==> config.mk <==
export PLATFORM = sky130hd
export DESIGN_NAME = qtf_turn
export DESIGN_NICKNAME = d
export VERILOG_FILES = /design/src/rtl/qtf_pkg.sv /design/src/rtl/qtf_turn.sv
export SDC_FILE = /design/constraint.sdc
export NUM_CORES = 2
export LEC_CHECK = 0
export ABC_AREA = 1
export BUFFER_PORTS_ARGS = -buffer_cell sky130_fd_sc_hd__clkbuf_2
export CAP_MARGIN = 20
export CELL_PAD_IN_SITES_DETAIL_PLACEMENT = 0
export CELL_PAD_IN_SITES_GLOBAL_PLACEMENT = 1
export CORE_ASPECT_RATIO = 0.6
export CORE_MARGIN = 2
export CORE_UTILIZATION = 35
export CTS_CLUSTER_DIAMETER = 120
export CTS_CLUSTER_SIZE = 20
export DETAILED_ROUTE_END_ITERATION = 12
export PLACE_DENSITY_LB_ADDON = 0.1
export SLEW_MARGIN = 20
export SYNTH_ARGS = -nofsm -noshare
export SYNTH_HDL_FRONTEND = slang
export SYNTH_SLANG_ARGS = --single-unit
==> constraint.sdc <==
create_clock -name i_clk -period 13.28 [get_ports i_clk]
set_input_delay 1.992 -clock i_clk [delete_from_list [all_inputs] [get_ports i_clk]]
set_output_delay 1.992 -clock i_clk [all_outputs]
set_load 0.1 [all_outputs]
==> src/rtl/qtf_pkg.sv <==
// Package for the quad trapezoid fixup unit: coordinate widths, point and sign types,
// and the compare helpers used by the top level.
// No dependencies.
package qtf_pkg;

    localparam int COORD_BITS = 16;
    localparam int DIFF_BITS  = COORD_BITS + 1;
    localparam int PROD_BITS  = 2 * DIFF_BITS;
    localparam int NUM_PTS    = 4;
    localparam int NUM_TURNS  = 8;

    typedef logic signed [COORD_BITS-1:0] t_coord;
    typedef logic signed [DIFF_BITS-1:0]  t_diff;
    typedef logic signed [PROD_BITS-1:0]  t_prod;

    typedef struct packed {
        t_coord x;
        t_coord y;
    } t_pt;

    // sign of a corner turn: neg set for clockwise, zero for collinear
    typedef struct packed {
        logic neg;
        logic zero;
    } t_sgn;

    // p inside the bounding box of a-b, bounds inclusive
    function automatic logic qtf_in_box(t_pt a, t_pt b, t_pt p);
        logic in_x;
        logic in_y;
        in_x = ($signed(p.x) >= $signed(a.x) || $signed(p.x) >= $signed(b.x)) &&
               ($signed(p.x) <= $signed(a.x) || $signed(p.x) <= $signed(b.x));
        in_y = ($signed(p.y) >= $signed(a.y) || $signed(p.y) >= $signed(b.y)) &&
               ($signed(p.y) <= $signed(a.y) || $signed(p.y) <= $signed(b.y));
        return in_x && in_y;
    endfunction

    // a sorts after b: by y, then by x
    function automatic logic qtf_after(t_pt a, t_pt b);
        if (a.y != b.y) begin
            return $signed(a.y) > $signed(b.y);
        end
        return $signed(a.x) > $signed(b.x);
    endfunction

endpackage

==> src/rtl/qtf_turn.sv <==
// Three-stage turn unit: sign of the cross product (b - a) x (c - a), exact.
// Stages: edge differences, two products, difference and sign. Depends on qtf_pkg.
module qtf_turn (
    input  logic         i_clk,
    input  logic         i_en,
    input  qtf_pkg::t_pt i_a,
    input  qtf_pkg::t_pt i_b,
    input  qtf_pkg::t_pt i_c,
    output qtf_pkg::t_sgn o_sgn
);
    import qtf_pkg::*;

    t_diff r_dx1, r_dy1, r_dx2, r_dy2;
    t_diff n_dx1, n_dy1, n_dx2, n_dy2;
    t_prod r_p, r_q;
    logic signed [PROD_BITS:0] n_det;
    t_sgn  r_sgn;

    always_comb begin
        n_dx1 = {i_b.x[COORD_BITS-1], i_b.x} - {i_a.x[COORD_BITS-1], i_a.x};
        n_dy1 = {i_b.y[COORD_BITS-1], i_b.y} - {i_a.y[COORD_BITS-1], i_a.y};
        n_dx2 = {i_c.x[COORD_BITS-1], i_c.x} - {i_a.x[COORD_BITS-1], i_a.x};
        n_dy2 = {i_c.y[COORD_BITS-1], i_c.y} - {i_a.y[COORD_BITS-1], i_a.y};
        n_det = {r_p[PROD_BITS-1], r_p} - {r_q[PROD_BITS-1], r_q};
    end

    always_ff @(posedge i_clk) begin
        if (i_en) begin
            r_dx1     <= n_dx1;
            r_dy1     <= n_dy1;
            r_dx2     <= n_dx2;
            r_dy2     <= n_dy2;
            r_p       <= r_dx1 * r_dy2;
            r_q       <= r_dy1 * r_dx2;
            r_sgn.neg  <= n_det[PROD_BITS];
            r_sgn.zero <= (n_det == '0);
        end
    end

    assign o_sgn = r_sgn;

endmodule

==> qor.csv <==
metric,value,unit
post-DP HPWL,79700,um
"Top cell by count, worst path",fa_1,
Chip Height,236,um
Layout fillers,9076,
clock slew at reported path FFs,0.07,ns
chip width,391,um
Final WS setup,6.61,ns
"commonest cells after routing, fill and taps aside","inv_1, nand2_1, fa_1",
"EDFF count, synth",138,
DRC,0,
Fin. Hold Viols,0,
startpoint types,register,
layout cells sized above 1,5.47,%
crit path cell chain,nand2_1 > inv_1 > fa_1 > fa_1 > fa_1 > fa_1 > fa_1 > inv_1 > fa_1 > inv_1 > ha_1 > nand2_1 > nor4_1 > nand2_1 > o211ai_1 > nand4_1 > nand3_1 > xor2_1,
I/O pins,100,
cts repair resizes,0,
Core Area,0.0882,mm^2
status,finished clean,
antenna violations before repair,4,
fin nets,4699,
first-pass GRT wire length,143000,um
Synth Flop Type,edfxtp_1,
# setup viols final,0,
All-Layer GR Usage,20.6,%
Worst Setup End Kind,register,
Rows,84,
DRT antenna net count,0,
skew final,0.0270,ns
max-cap violations,0,
Initial Utilization,35.6,%
Unique masters post-synth,47,
H-tree depth,4,
Hold Buf Count CTS,0,
clock tree root driver cell,clkbuf_16,
Clock Path Buffers,2,
worst r2r src,r_dx2[2]$_DFFE_PP_,
post-layout min period,6.67,ns
largest net degree at the start of global routing,58,
Hold Crit Depth,3,
slowest cell on the critical path,fa_1,
Ys Warns,0,
WS Path Type,reg2reg,
"Max FO, Critical Path",17,
Final Slew Violations,0,
Max stage delay on crit path,0.91,ns
Detailed Route WL,90700,um
syn_area_per_cell,8.38,um^2
setup_tns,0,ns
clock latency on the worst-skew pair,0.51,ns
post-synthesis register bit count,138,
"Async S/R FF share, synth",0,%
PortBufs,99,
sequential fraction of the synthesis area,13.2,%
post-synth net total,4707,
unrepaired setup endpoints after global routing,false,
DRT Pass-1 Iters,5,
gp weighted congestion,0.844,
Layout area overhead,6.67,%
vias in the first global route,23173,
full die area,0.0921,mm^2
CTS tree,yes,
CTS Buf Count,17,
fmax,150,MHz
CTS Sinks,138,
Reg2Reg Depth,18,
R2R Path End,r_q[32]$_DFFE_PP_,
R2R setup slack,6.61,ns
hold endpoint,o_sgn[1]$_DFFE_PP_,
First DRT Iteration DRCs,1413,
Tightest Pin Transition,1.05,ns
Hold WC Path Type,reg2reg,
Post-CTS Setup Inserts,0,
via count,22278,
Yosys top cell area share,38.1,%
CP arrival,6.90,ns
drt wl/cell,18.5,um
Final Util,38.0,%
post-synthesis instance area,0.0314,mm^2
Final Cycle Share,50.2,%
Slew Limit Headroom,30.3,%
GR Overflow Total,0,
Yosys top cell by area,fa_1,
"delay-heaviest family, CP",adder cells,
Via-to-Cell Ratio,4.54,
Buf/Inv on CP,3,
Synth Instances,3744,
"most common cell after layout, fill and taps aside",inv_1,
Crit path required time,13.51,ns
top post-synthesis cells by area,"fa_1, edfxtp_1, inv_1, ha_1, nand2_1",
setup slack at placement,6.68,ns
Worst Min Path Start,r_p[33]$_DFFE_PP_,
area by class of cell:
cell class,count,area [um^2],area share [%]
Antenna cell,1,2.50,0.00748
Clock buffer,17,425,1.27
Clock inverter,15,153,0.456
Inverter,1093,4100,12.3
Multi-Input combinational cell,2379,22600,67.6
Sequential cell,138,4140,12.4
Tap cell,1161,1450,4.34
Timing Repair Buffer,107,562,1.68
stage by stage:
stage	area, um^2	instances	hold WS (ns)
2_1_floorplan	31400	3744	0.681
3_3_place_gp	32900	4878	0.781
3_5_place_dp	32900	4878	0.781
4_1_cts	33500	4910	0.798
5_1_grt	33500	4910	0.865
6_report	33500	4911	0.794
how the worst max path moves through the flow:
stage	start	end	slack (ns)	depth (start not counted)
floorplan	r_dy1[7]$_DFFE_PP_	r_q[24]$_DFFE_PP_	7.43	23
global placement	r_dx2[2]$_DFFE_PP_	r_q[32]$_DFFE_PP_	6.80	18
detailed placement	r_dx2[2]$_DFFE_PP_	r_q[32]$_DFFE_PP_	6.68	18
CTS	r_dx2[2]$_DFFE_PP_	r_q[32]$_DFFE_PP_	6.63	18
global route	r_dx2[2]$_DFFE_PP_	r_q[32]$_DFFE_PP_	6.22	18
finish	r_dx2[2]$_DFFE_PP_	r_q[32]$_DFFE_PP_	6.61	18
flip-flops by register name (all words and copies together) (netlist names):
| name | count |
|---|---|
| o_sgn | 2 |
| r_dx1 | 17 |
| r_dx2 | 17 |
| r_dy1 | 17 |
| r_dy2 | 17 |
| r_p | 34 |
| r_q | 34 |
synth_stat cells (2+ instances only):
library cell and number:
a211oi_1 3, a21boi_1 6, a21boi_2 2, a21o_1 9
a21oi_1 153, a21oi_2 9, a21oi_4 2, a31oi_1 9
buf_1 2, clkbuf_1 132, edfxtp_1 138, fa_1 597
ha_1 268, inv_1 1084, inv_2 9, nand2_1 810
nand2_2 17, nand3_1 50, nand3_2 3, nand4_1 21
nor2_1 117, nor2_2 3, nor3_1 16, nor4_1 7
o2111ai_1 4, o211ai_1 3, o21a_1 8, o21ai_0 53
o21ai_1 23, o21ai_2 7, o21bai_1 9, o221ai_1 2
o31ai_1 4, or2_2 9, xnor2_1 53, xor2_1 91
tightest hold or removal path, stage by stage (launching register included):
cell and delay (ns):
edfxtp_1 0.37, ha_1 0.17, nand2_1 0.05, nand2_1 0.08
kinds of logic (layout without fill, tap and decap cells):
logic type	after synthesis	after routing	synth area share [%]
flops	138	138	13.2
other cells	0	1	0
compound gates	310	310	5.76
xor+xnor	144	144	4.02
buf+inv	1227	1232	14.7
simple gates	1060	1060	13.5
fa+ha+maj	865	865	48.8
routing by layer:
metal,track usage (%),vias up,wire length (um)
li1,-,10930,-
met1,35.6,10790,52100
met2,25.4,512,31700
met3,4.28,38,5970
met4,2.75,8,741
met5,0.623,-,122
Power is left out: the tool's default activity adds up to more than one toggle a clock period on the data nets, which glitch-free logic cannot reach.
